[src/rtl/core/mipid_pkg.sv]
`default_nettype none

package mipid_pkg;

    // Default number of wheel loops
    localparam int MIPID_NUM_CHANNELS = 4;

    // Configuration port
    localparam int CFG_IDX_W  = 3;
    localparam int CFG_DATA_W = 18;

    localparam logic [CFG_IDX_W-1:0] REG_KP          = 3'd0;
    localparam logic [CFG_IDX_W-1:0] REG_KI          = 3'd1;
    localparam logic [CFG_IDX_W-1:0] REG_KD          = 3'd2;
    localparam logic [CFG_IDX_W-1:0] REG_DRIVE_LIMIT = 3'd3;

    localparam int GAIN_W      = 18;
    localparam int LIMIT_W     = 15;
    localparam int GAIN_FRAC_W = 12;

    localparam logic [LIMIT_W-1:0] DRIVE_LIMIT_RESET = 15'h7FFF;

    typedef struct packed {
        logic        [1:0]  channel;
        logic signed [15:0] setpoint;
        logic signed [15:0] measurement;
    } mipid_in_t;

    typedef struct packed {
        logic        [1:0]  out_channel;
        logic signed [15:0] drive;
        logic               clamped;
    } mipid_out_t;

endpackage

`default_nettype wire

[src/rtl/core/multichannel_incremental_pid.sv]
// Velocity-form PID for up to NUM_CHANNELS wheel loops sharing one set of gains. Each sample
// transaction names a channel and carries a setpoint and a measurement (signed Q8.8); the block
// forms e = setpoint - measurement, delta = (kp*(e-e1) + ki*e + kd*(e-2*e1+e2)) >>> 12 with
// Q6.12 gains, adds delta to the channel's held drive, clamps the sum to +/-drive_limit, stores
// it and returns it with a clamp flag. Samples for channels at or above NUM_CHANNELS leave all
// state alone and return drive 0, clamped 0. One sample transaction is taken every cycle
// unless result_ready back-pressure has filled every stage, including back-to-back samples on
// the same channel. That rate is set by the per-channel read-modify-write of the two state
// memories (error history, read at acceptance and written as the sample leaves stage 1; held
// drive, read as it enters the clamp stage and written as it leaves), each with write-to-read
// forwarding. Stages move independently, so bubbles close up and a sample is still taken while
// a result waits in the output register if a stage is empty. Per-channel state reads as zero
// after reset through per-entry valid bits; no clearing pass is needed. Configuration writes
// (kp, ki, kd, drive_limit) are always ready and must only be issued while no sample is in flight.
`default_nettype none

module multichannel_incremental_pid #(
    parameter int NUM_CHANNELS = mipid_pkg::MIPID_NUM_CHANNELS
) (
    input  wire                                    clk,
    input  wire                                    rst_n,

    input  wire                                    sample_valid,
    output logic                                   sample_ready,
    input  mipid_pkg::mipid_in_t                   sample,

    output logic                                   result_valid,
    input  wire                                    result_ready,
    output mipid_pkg::mipid_out_t                  result,

    input  wire                                    cfg_valid,
    output logic                                   cfg_ready,
    input  wire  [mipid_pkg::CFG_IDX_W-1:0]        cfg_index,
    input  wire  [mipid_pkg::CFG_DATA_W-1:0]       cfg_data
);

    import mipid_pkg::*;

    localparam int AW = (NUM_CHANNELS > 1) ? $clog2(NUM_CHANNELS) : 1;
    localparam int CW = AW + 2;

    // One error-history entry per channel
    typedef struct packed {
        logic signed [16:0] last;
        logic signed [16:0] before_last;
    } err_entry_t;

    // ------------------------------------------------------------------
    // Configuration registers
    // ------------------------------------------------------------------
    logic signed [GAIN_W-1:0] kp_reg;
    logic signed [GAIN_W-1:0] ki_reg;
    logic signed [GAIN_W-1:0] kd_reg;
    logic [LIMIT_W-1:0]       limit_reg;

    assign cfg_ready = 1'b1;

    always_ff @(posedge clk or negedge rst_n)
    begin
        if (!rst_n)
        begin
            kp_reg    <= '0;
            ki_reg    <= '0;
            kd_reg    <= '0;
            limit_reg <= DRIVE_LIMIT_RESET;
        end
        else if (cfg_valid)
        begin
            case (cfg_index)
                REG_KP:          kp_reg    <= cfg_data;
                REG_KI:          ki_reg    <= cfg_data;
                REG_KD:          kd_reg    <= cfg_data;
                REG_DRIVE_LIMIT: limit_reg <= cfg_data[LIMIT_W-1:0];
                default:         ;
            endcase
        end
    end

    // ------------------------------------------------------------------
    // Pipeline control: each stage advances when the next one is free
    // ------------------------------------------------------------------
    logic s1_v_reg, s2_v_reg, s3_v_reg, s4_v_reg, out_v_reg;
    logic out_free, s4_rdy, s3_rdy, s2_rdy, s1_rdy;
    logic s1_adv, s3_adv, s4_adv, sample_fire;

    assign out_free     = !out_v_reg || result_ready;
    assign s4_rdy       = !s4_v_reg || out_free;
    assign s3_rdy       = !s3_v_reg || s4_rdy;
    assign s2_rdy       = !s2_v_reg || s3_rdy;
    assign s1_rdy       = !s1_v_reg || s2_rdy;
    assign s1_adv       = s1_v_reg && s2_rdy;
    assign s3_adv       = s3_v_reg && s4_rdy;
    assign s4_adv       = s4_v_reg && out_free;
    assign sample_ready = s1_rdy;
    assign sample_fire  = sample_valid && s1_rdy;
    assign result_valid = out_v_reg;

    always_ff @(posedge clk or negedge rst_n)
    begin
        if (!rst_n)
        begin
            s1_v_reg  <= 1'b0;
            s2_v_reg  <= 1'b0;
            s3_v_reg  <= 1'b0;
            s4_v_reg  <= 1'b0;
            out_v_reg <= 1'b0;
        end
        else
        begin
            if (s1_rdy)
            begin
                s1_v_reg <= sample_valid;
            end
            if (s2_rdy)
            begin
                s2_v_reg <= s1_v_reg;
            end
            if (s3_rdy)
            begin
                s3_v_reg <= s2_v_reg;
            end
            if (s4_rdy)
            begin
                s4_v_reg <= s3_v_reg;
            end
            if (out_free)
            begin
                out_v_reg <= s4_v_reg;
            end
        end
    end

    // ------------------------------------------------------------------
    // Sample decode
    // ------------------------------------------------------------------
    logic [CW-1:0]      sample_ch_wide;
    logic [AW-1:0]      sample_addr;
    logic               sample_in_range;
    logic signed [16:0] sample_err;

    assign sample_ch_wide  = CW'(sample.channel);
    assign sample_addr     = sample_ch_wide[AW-1:0];
    assign sample_in_range = sample_ch_wide < CW'(NUM_CHANNELS);
    assign sample_err      = $signed({sample.setpoint[15], sample.setpoint})
                           - $signed({sample.measurement[15], sample.measurement});

    // ------------------------------------------------------------------
    // Stage 1: error history read-modify-write, form the differences
    // ------------------------------------------------------------------
    err_entry_t               err_mem [NUM_CHANNELS];
    logic [NUM_CHANNELS-1:0]  err_vld_reg;

    logic [1:0]         s1_ch_reg;
    logic [AW-1:0]      s1_addr_reg;
    logic               s1_inr_reg;
    logic signed [16:0] s1_err_reg;
    err_entry_t         s1_err_rd_reg;
    logic               s1_err_vld_reg;
    logic               s1_err_hit_reg;
    err_entry_t         s1_err_fwd_reg;

    err_entry_t         s1_hist;
    logic               err_we;
    err_entry_t         err_wdata;
    logic signed [18:0] s1_e_x;
    logic signed [18:0] s1_e1_x;
    logic signed [18:0] s1_e2_x;
    logic signed [17:0] s1_dp;
    logic signed [18:0] s1_dd;

    // Take the entry the previous sample just wrote, else the memory, else reset zero
    assign s1_hist = s1_err_hit_reg ? s1_err_fwd_reg
                   : (s1_err_vld_reg ? s1_err_rd_reg : '0);

    assign err_we                = s1_adv && s1_inr_reg;
    assign err_wdata.last        = s1_err_reg;
    assign err_wdata.before_last = s1_hist.last;

    assign s1_e_x  = 19'(s1_err_reg);
    assign s1_e1_x = 19'(s1_hist.last);
    assign s1_e2_x = 19'(s1_hist.before_last);
    assign s1_dp   = 18'(s1_e_x - s1_e1_x);
    assign s1_dd   = s1_e_x - (s1_e1_x <<< 1) + s1_e2_x;

    always_ff @(posedge clk)
    begin
        if (err_we)
        begin
            err_mem[s1_addr_reg] <= err_wdata;
        end
        if (sample_fire)
        begin
            s1_err_rd_reg  <= err_mem[sample_addr];
            s1_err_vld_reg <= err_vld_reg[sample_addr];
            s1_err_hit_reg <= err_we && (s1_addr_reg == sample_addr);
            s1_err_fwd_reg <= err_wdata;
            s1_ch_reg      <= sample.channel;
            s1_addr_reg    <= sample_addr;
            s1_inr_reg     <= sample_in_range;
            s1_err_reg     <= sample_err;
        end
    end

    always_ff @(posedge clk or negedge rst_n)
    begin
        if (!rst_n)
        begin
            err_vld_reg <= '0;
        end
        else if (err_we)
        begin
            err_vld_reg[s1_addr_reg] <= 1'b1;
        end
    end

    // ------------------------------------------------------------------
    // Stage 2: three gain multiplies in parallel
    // ------------------------------------------------------------------
    logic [1:0]         s2_ch_reg;
    logic [AW-1:0]      s2_addr_reg;
    logic               s2_inr_reg;
    logic signed [17:0] s2_dp_reg;
    logic signed [16:0] s2_e_reg;
    logic signed [18:0] s2_dd_reg;

    logic signed [35:0] s2_pp;
    logic signed [34:0] s2_pi;
    logic signed [36:0] s2_pd;

    assign s2_pp = 36'(kp_reg) * 36'(s2_dp_reg);
    assign s2_pi = 35'(ki_reg) * 35'(s2_e_reg);
    assign s2_pd = 37'(kd_reg) * 37'(s2_dd_reg);

    always_ff @(posedge clk)
    begin
        if (s1_adv)
        begin
            s2_ch_reg   <= s1_ch_reg;
            s2_addr_reg <= s1_addr_reg;
            s2_inr_reg  <= s1_inr_reg;
            s2_dp_reg   <= s1_dp;
            s2_e_reg    <= s1_err_reg;
            s2_dd_reg   <= s1_dd;
        end
    end

    // ------------------------------------------------------------------
    // Stage 3: sum the products, drop the fraction (floor)
    // ------------------------------------------------------------------
    logic [1:0]         s3_ch_reg;
    logic [AW-1:0]      s3_addr_reg;
    logic               s3_inr_reg;
    logic signed [35:0] s3_pp_reg;
    logic signed [34:0] s3_pi_reg;
    logic signed [36:0] s3_pd_reg;

    logic signed [38:0] s3_acc;
    logic signed [26:0] s3_delta;

    assign s3_acc   = 39'(s3_pp_reg) + 39'(s3_pi_reg) + 39'(s3_pd_reg);
    assign s3_delta = s3_acc[38:GAIN_FRAC_W];

    always_ff @(posedge clk)
    begin
        if (s2_rdy && s2_v_reg)
        begin
            s3_ch_reg   <= s2_ch_reg;
            s3_addr_reg <= s2_addr_reg;
            s3_inr_reg  <= s2_inr_reg;
            s3_pp_reg   <= s2_pp;
            s3_pi_reg   <= s2_pi;
            s3_pd_reg   <= s2_pd;
        end
    end

    // ------------------------------------------------------------------
    // Stage 4: held drive read-modify-write, add delta and clamp
    // ------------------------------------------------------------------
    logic signed [15:0]       drv_mem [NUM_CHANNELS];
    logic [NUM_CHANNELS-1:0]  drv_vld_reg;

    logic [1:0]         s4_ch_reg;
    logic [AW-1:0]      s4_addr_reg;
    logic               s4_inr_reg;
    logic signed [26:0] s4_delta_reg;
    logic signed [15:0] s4_drv_rd_reg;
    logic               s4_drv_vld_reg;
    logic               s4_drv_hit_reg;
    logic signed [15:0] s4_drv_fwd_reg;

    logic signed [15:0] s4_held;
    logic signed [27:0] s4_sum;
    logic signed [27:0] lim_pos;
    logic signed [27:0] lim_neg;
    logic signed [27:0] s4_clip;
    logic               s4_lim;
    logic signed [15:0] s4_drive;
    logic               drv_we;

    assign s4_held = s4_drv_hit_reg ? s4_drv_fwd_reg
                   : (s4_drv_vld_reg ? s4_drv_rd_reg : '0);
    assign s4_sum  = 28'(s4_held) + 28'(s4_delta_reg);
    assign lim_pos = $signed(28'(limit_reg));
    assign lim_neg = -lim_pos;

    always_comb
    begin
        s4_clip = s4_sum;
        s4_lim  = 1'b0;
        if (s4_sum > lim_pos)
        begin
            s4_clip = lim_pos;
            s4_lim  = 1'b1;
        end
        else if (s4_sum < lim_neg)
        begin
            s4_clip = lim_neg;
            s4_lim  = 1'b1;
        end
    end

    assign s4_drive = s4_clip[15:0];
    assign drv_we   = s4_adv && s4_inr_reg;

    always_ff @(posedge clk)
    begin
        if (drv_we)
        begin
            drv_mem[s4_addr_reg] <= s4_drive;
        end
        if (s3_adv)
        begin
            s4_drv_rd_reg  <= drv_mem[s3_addr_reg];
            s4_drv_vld_reg <= drv_vld_reg[s3_addr_reg];
            s4_drv_hit_reg <= drv_we && (s4_addr_reg == s3_addr_reg);
            s4_drv_fwd_reg <= s4_drive;
            s4_ch_reg      <= s3_ch_reg;
            s4_addr_reg    <= s3_addr_reg;
            s4_inr_reg     <= s3_inr_reg;
            s4_delta_reg   <= s3_delta;
        end
    end

    always_ff @(posedge clk or negedge rst_n)
    begin
        if (!rst_n)
        begin
            drv_vld_reg <= '0;
        end
        else if (drv_we)
        begin
            drv_vld_reg[s4_addr_reg] <= 1'b1;
        end
    end

    // ------------------------------------------------------------------
    // Output register: hold the result until the transaction completes
    // ------------------------------------------------------------------
    mipid_out_t result_reg;

    assign result = result_reg;

    always_ff @(posedge clk)
    begin
        if (s4_adv)
        begin
            result_reg.out_channel <= s4_ch_reg;
            result_reg.drive       <= s4_inr_reg ? s4_drive : '0;
            result_reg.clamped     <= s4_inr_reg && s4_lim;
        end
    end

    // ------------------------------------------------------------------
    // Assertions
    // ------------------------------------------------------------------
    logic [CW-1:0] result_ch_wide;

    assign result_ch_wide = CW'(result.out_channel);

    a_drive_within_limit : assert property (@(posedge clk) disable iff (!rst_n)
        drv_we |-> (s4_clip <= lim_pos && s4_clip >= lim_neg))
        else $error("stored drive outside the clamp range");

    a_clamp_hits_limit : assert property (@(posedge clk) disable iff (!rst_n)
        (s4_v_reg && s4_lim) |-> (s4_clip == lim_pos || s4_clip == lim_neg))
        else $error("clamp flag set but drive not at the limit");

    a_unused_channel_zero : assert property (@(posedge clk) disable iff (!rst_n)
        (result_valid && result_ch_wide >= CW'(NUM_CHANNELS))
            |-> (result.drive == '0 && !result.clamped))
        else $error("unused channel produced a nonzero result");

    a_sample_enters_pipe : assert property (@(posedge clk) disable iff (!rst_n)
        sample_fire |=> s1_v_reg)
        else $error("accepted sample lost before stage one");

endmodule

`default_nettype wire

[config.mk]
export PLATFORM = sky130hd
export DESIGN_NAME = multichannel_incremental_pid
export DESIGN_NICKNAME = d
export VERILOG_FILES = /design/src/rtl/core/mipid_pkg.sv /design/src/rtl/core/multichannel_incremental_pid.sv
export SDC_FILE = /design/constraint.sdc
export NUM_CORES = 2
export LEC_CHECK = 0
export CAP_MARGIN = 40
export CORE_UTILIZATION = 35
export DETAILED_ROUTE_END_ITERATION = 10
export DONT_BUFFER_PORTS = 1
export GPL_ROUTABILITY_DRIVEN = 0
export HOLD_SLACK_MARGIN = 0.02
export PLACE_DENSITY = 0.46
export SYNTH_ARGS = -nofsm -noshare
export SYNTH_HDL_FRONTEND = slang
export SYNTH_SLANG_ARGS = --single-unit
[constraint.sdc]
create_clock -name clk -period 11.6 [get_ports clk]
set_input_delay 0 -clock clk [delete_from_list [all_inputs] [get_ports clk]]
set_output_delay 0 -clock clk [all_outputs]
set_load 0.05 [all_outputs]
[Yosys cells after proc, flatten, opt, wreduce, memory -nomap -nowiden]
Memory sizes are Yosys's and may differ from the RTL's. A register that Yosys moved wholly into a read port is not among the register bits.
Index checks and enable logic that the tools add are counted.
Storage, ports and cells
  bits in registers: 372
  bits in latches: 0
  memory bits (writable): 200
  memory bits (read-only): 0
  word-level logic and storage cells: 113
  memories: 2
Cells by class
  add/subtract/negate cells: 8
  $mul: 3
  div/mod/pow operators: 0
  magnitude comparators: 9
  eq/ne operators: 5
  shift-type cells: 0
  mux-type cells: 20
  bitwise logic cells: 2
  reduce and logical (&&, ||, !) cells: 27
Memories
  err_mem: words 4, width 34, rd ports 1, clocked after memory_dff 1, write ports 1, RTL line multichannel_incremental_pid.sv:150  | err_entry_t err_mem [NUM_CHANNELS];
  drv_mem: words 4, width 16, rd ports 1, clocked after memory_dff 1, write ports 1, RTL line multichannel_incremental_pid.sv:279  | logic signed [15:0] drv_mem [NUM_CHANNELS];
Operator list (number)
  34-bit 2-to-1 mux: 2
  16-bit 2-to-1 mux: 4
  37-bit by 37-bit adder with 38-bit output: 1
  36-bit by 35-bit adder with 37-bit output: 1
  18-bit by 19-bit multiplier with 37-bit output: 1
  18-bit by 18-bit multiplier with 36-bit output: 1
  18-bit by 17-bit multiplier with 35-bit output: 1
  27-bit by 28-bit < comparator with 1-bit output: 1
  15-bit negator with 28-bit output: 1
  16-bit by 26-bit adder with 27-bit output: 1
  27-bit by 16-bit greater-than comparator with 1-bit output: 1
  19-bit by 17-bit adder with 19-bit output: 1
  17-bit by 18-bit subtractor with 19-bit output: 1
  17-bit by 17-bit subtractor with 18-bit output: 1
  16-bit by 16-bit subtractor with 17-bit output: 1
  2-bit by 3-bit < comparator with 1-bit output, second input constant: 5
  1-bit logical AND: 12
  1-bit 2-to-1 mux: 10
  4-bit OR: 2
  2-bit AND reduction: 4
  3-bit by 2-bit == test with 1-bit output, second input constant: 2
  1-bit zero test: 5
  1-bit logical OR: 5
  1-bit binary-select mux with 2-bit select: 2
  other kinds (5): 8

[Logic depth before layout (Yosys ltp)]
  depth after elaboration: 9
  depth in mapped cells: 28

[Worst setup path after synthesis]
OpenSTA, ideal clock, no wires.
  kind: register -> register
  start: register ki_reg[10]
  end: register s3_pi_reg[33] (data pin)
  library setup time: 262 ps
  arrival: 6289 ps
  setup slack: 5049 ps
  cell stages (with the launch flop): 25
  path through: dfrtp_1 -> clkbuf_1 -> clkbuf_1 -> nand2_1 -> fa_1 -> fa_1 -> fa_1 -> inv_1 -> fa_1 -> fa_1 -> inv_1 -> fa_1 -> inv_1 -> ha_1 -> and3_1 -> a211oi_1 -> nand2_1 -> a41oi_1 -> o21bai_1 -> a221oi_1 -> o21ai_1 -> o221ai_1 -> o31ai_1 -> a211oi_1 -> xnor2_1
On the way
  longest elaborated chain between the ends: 1
Ends and longest elaborated chain
  start, declared: RTL line multichannel_incremental_pid.sv:52  | logic signed [GAIN_W-1:0] ki_reg;
  start signal, assigned: RTL line multichannel_incremental_pid.sv:71  | REG_KI: ki_reg <= cfg_data;
  18-bit by 17-bit multiplier with 35-bit output: RTL line multichannel_incremental_pid.sv:231  | assign s2_pi = 35'(ki_reg) * 35'(s2_e_reg);
  named net s2_pi[33]: RTL line multichannel_incremental_pid.sv:227  | logic signed [34:0] s2_pi;
  end signal, assigned: RTL line multichannel_incremental_pid.sv:271  | s3_pi_reg <= s2_pi;
  end, declared: RTL line multichannel_incremental_pid.sv:254  | logic signed [34:0] s3_pi_reg;
The timed path passes the listed nets, and every way through them passes these cells.
A chain may end at the register's enable or synchronous reset.

[Worst setup path after layout]
  start: register ki_reg[8]
  end: register s3_pi_reg[34] (data pin)
Same word-level chain as after synthesis.

==> results.sh <==
export IMPL_fin_ws_ns=3.82
export IMPL_drcViolationCount=0
export IMPL_start_kind="register"
export IMPL_met3_usage_pct=2.16
export IMPL_nFillCells=17900
export IMPL_drt_vias_per_instance=4.85
export IMPL_synthAdderAreaFrac_pct=40.5
export IMPL_cts_buffer_depth=3
export IMPL_synth_mux_area_share_pct=3.30
export IMPL_slew_violations=0
export IMPL_core_um2=183000
export IMPL_period_needed_ns=7.78
export IMPL_dieWidth_um=432
export IMPL_clk_pin_slew_ns=0.06
export IMPL_setup_tns_ns=0
export IMPL_finalSetupViolations=0
export IMPL_maxCapViolCount=0
export IMPL_clkLatencyLatePin_ns=0.68
export IMPL_netlist_area_um2=64700
export IMPL_syn_area_per_cell_um2=11.0
export IMPL_yosysSeqAreaShare_pct=28.1
export IMPL_synthFlopType="edfxtp_1"
export IMPL_grt_max_degree=63
export IMPL_required_ns=12.01
export IMPL_start_util_pct=35.3
export IMPL_synthesis_nets=7424
export IMPL_grtUsageMet1_pct=27.0
export IMPL_grt_met2_usage_pct=35.4
export IMPL_rows=157
export IMPL_top_usage_layer="met2"
export IMPL_max_freq_ghz=0.129
export IMPL_dr_pass1_iters=5
export IMPL_antenna_left=0
export IMPL_die_area_um2=187000
export IMPL_synth_seq_cells=618
export IMPL_synthArstFlopShare_pct=13.3
export IMPL_post_place_ws_ns=3.92
export IMPL_ios=82
export IMPL_numCtsBuffers=75
export IMPL_synth_top_family_by_area="adder cells"
export IMPL_crit_path_max_fanout=18
export IMPL_synth_edf_count=536
export IMPL_dp_hpwl_um=142000
export IMPL_grt_antenna_before_repair=30
export IMPL_min_path_type="in2reg"
export IMPL_area_growth_pct=11.3
export IMPL_cts_setup_buffers=0
export IMPL_track_usage_pct=20.4
export IMPL_ys_types=81
export IMPL_io_buffers=0
export IMPL_dieHeight_um=432
export IMPL_grt_overflow=0
export IMPL_drive_above_1_share_pct=6.98
export IMPL_syn_inst=5892
export IMPL_critical_path_arrival_ns=8.19
export IMPL_wl_per_cell_um=21.6
export IMPL_htreeDepth=3
export IMPL_synth_compound_area_share_pct=5.65
export IMPL_rsz0062_at_grt="no"
export IMPL_multi_input_area_um2=41200
export IMPL_synth_simple_gate_area_share_pct=11.4
export IMPL_root_buffer="clkbuf_16"
export IMPL_crit_type="reg2reg"
export IMPL_worstMarginPinSlew_ns=0.941
export IMPL_seqCellArea_um2=18200
export IMPL_synth_xor_area_share_pct=2.65
export IMPL_skew_ns=0.0271
export IMPL_nets=7493
export IMPL_clock_sinks=618
export IMPL_status="complete, no violations"
export IMPL_routed_wl_um=184000
export IMPL_hold_viol_final=0
export IMPL_first_global_vias=44500
export IMPL_grt_pass1_wl_um=283000
export IMPL_relSlewSlack_pct=37.1
export IMPL_drtIter0Drc=2336
export IMPL_yosysWarningCount=0
export IMPL_endpoint_kind="register"
export IMPL_num_vias=41200
export IMPL_cts_tree="done"
export IMPL_fin_crit_sh_pct=67.0
export IMPL_largest_register_ffs=136
Yosys cell counts, types with 40 or more instances:
master    instances  area share [%]
nand2_1         527             3.1
nand2b_1         40            0.39
nand3_1          41            0.32
xor2_1           42            0.57
o21ai_0         100            0.77
dfrtp_1          67             2.6
mux2_2           75             1.3
xnor2_1         154             2.1
edfxtp_1        536              25
clkbuf_1        190             1.1
fa_1           1041              32
and2_1          503             4.9
a21o_1           70            0.81
nor2b_1          42            0.41
nor3_1           41            0.32
ha_1            431             8.3
mux4_2           52             1.8
a21oi_1         143             1.1
inv_1          1235             7.2
nor2_1          196             1.1
through the flow:
step	instances	instance area (µm²)	utilization, %	hold slack (ns)
global route	8491	72000	39.2	0.0671
detailed placement	8250	68300	37.2	-0.292
finish	8499	72000	39.2	0.0712
floorplan	5892	64700	-	-0.296
global placement	8214	67500	36.8	-0.291
CTS	8481	71900	39.2	0.0220
worst max-delay path, stage by stage (launching register included):
cell and delay (ns):
dfrtp_1 0.84, nand2_1 0.18, fa_1 0.55, fa_1 0.47
fa_1 0.55, inv_1 0.05, ha_1 0.29, fa_1 0.48
inv_1 0.05, fa_1 0.47, inv_1 0.04, ha_1 0.36
a2111oi_0 0.50, a21oi_1 0.20, a21oi_1 0.62, a31oi_1 0.33
a2111oi_0 0.57, o21bai_1 0.26, a221oi_2 0.37, mux2i_1 0.25
nor4b_2 0.07
what timing repair did:
action                    in CTS  in global routing
hold endpoints to repair     237                  0
resized for setup              0                  0
hold buffers                  94                  0
per-layer routing:
layer,wire (µm),up-vias
met5,69,-
met4,4620,10
met3,6250,218
met2,92200,753
met1,80800,21500
li1,-,18700
final timing paths:
path / from / end / slack [ns] / cells after the start
setup / recovery: ki_reg[8]$_DFFE_PN0P_ / s3_pi_reg[34]$_DFFE_PP_ / 3.82 / 20
hold / removal: cfg_index[2] / limit_reg[3]$_DFFE_PN1P_ / 0.07 / 4
setup reg to reg: ki_reg[8]$_DFFE_PN0P_ / s3_pi_reg[34]$_DFFE_PP_ / 3.82 / 20
hold reg to reg: err_vld_reg[3]$_DFFE_PN0P_ / err_vld_reg[3]$_DFFE_PN0P_ / 0.47 / 1
max in group asynchronous: rst_n / ki_reg[1]$_DFFE_PN0P_ / 10.61 / 4
min in group asynchronous: rst_n / kd_reg[7]$_DFFE_PN0P_ / 0.53 / 3
layout by cell type (no fill, tap or decap), drive strengths merged, types with 18 or more instances in the layout:
cell type	synthesis	layout
a21boi	18	18
a21o	70	70
a21oi	143	143
a22oi	31	31
and2	503	503
buf	12	105
clkbuf	190	87
clkinv	0	29
dfrtp	67	67
dlygate4sd3	0	89
edfxtp	536	536
fa	1041	1041
ha	431	431
inv	1235	1244
mux2	75	75
mux4	52	52
nand2	527	527
nand2b	40	40
nand3	41	41
nand4	21	21
nor2	196	196
nor2b	42	42
nor3	43	43
o21a	29	29
o21ai	107	107
o21bai	23	23
xnor2	154	154
xor2	42	42
kinds of logic after synthesis:
kind of cell	Yosys count
AND/OR/NAND/NOR	1478
flip-flops	618
other	1
multiplexers	139
buffers and inverters	1437
AO/OA/AOI/OAI	551
XOR/XNOR	196
adder cells (fa/ha/maj)	1472
area by class of cell:
type	count	area share, %
multi-input cells	3837	57.2
flip-flops and latches	618	25.2
inverters	1235	6.44
well taps	2464	4.28
repair buffers	194	3.20
clock buffers	87	2.76
clock inverters	50	0.841
diodes	14	0.0487
Power is not shown: default switching activity piles up to over one toggle a cycle in this logic, so the estimate is an artifact.
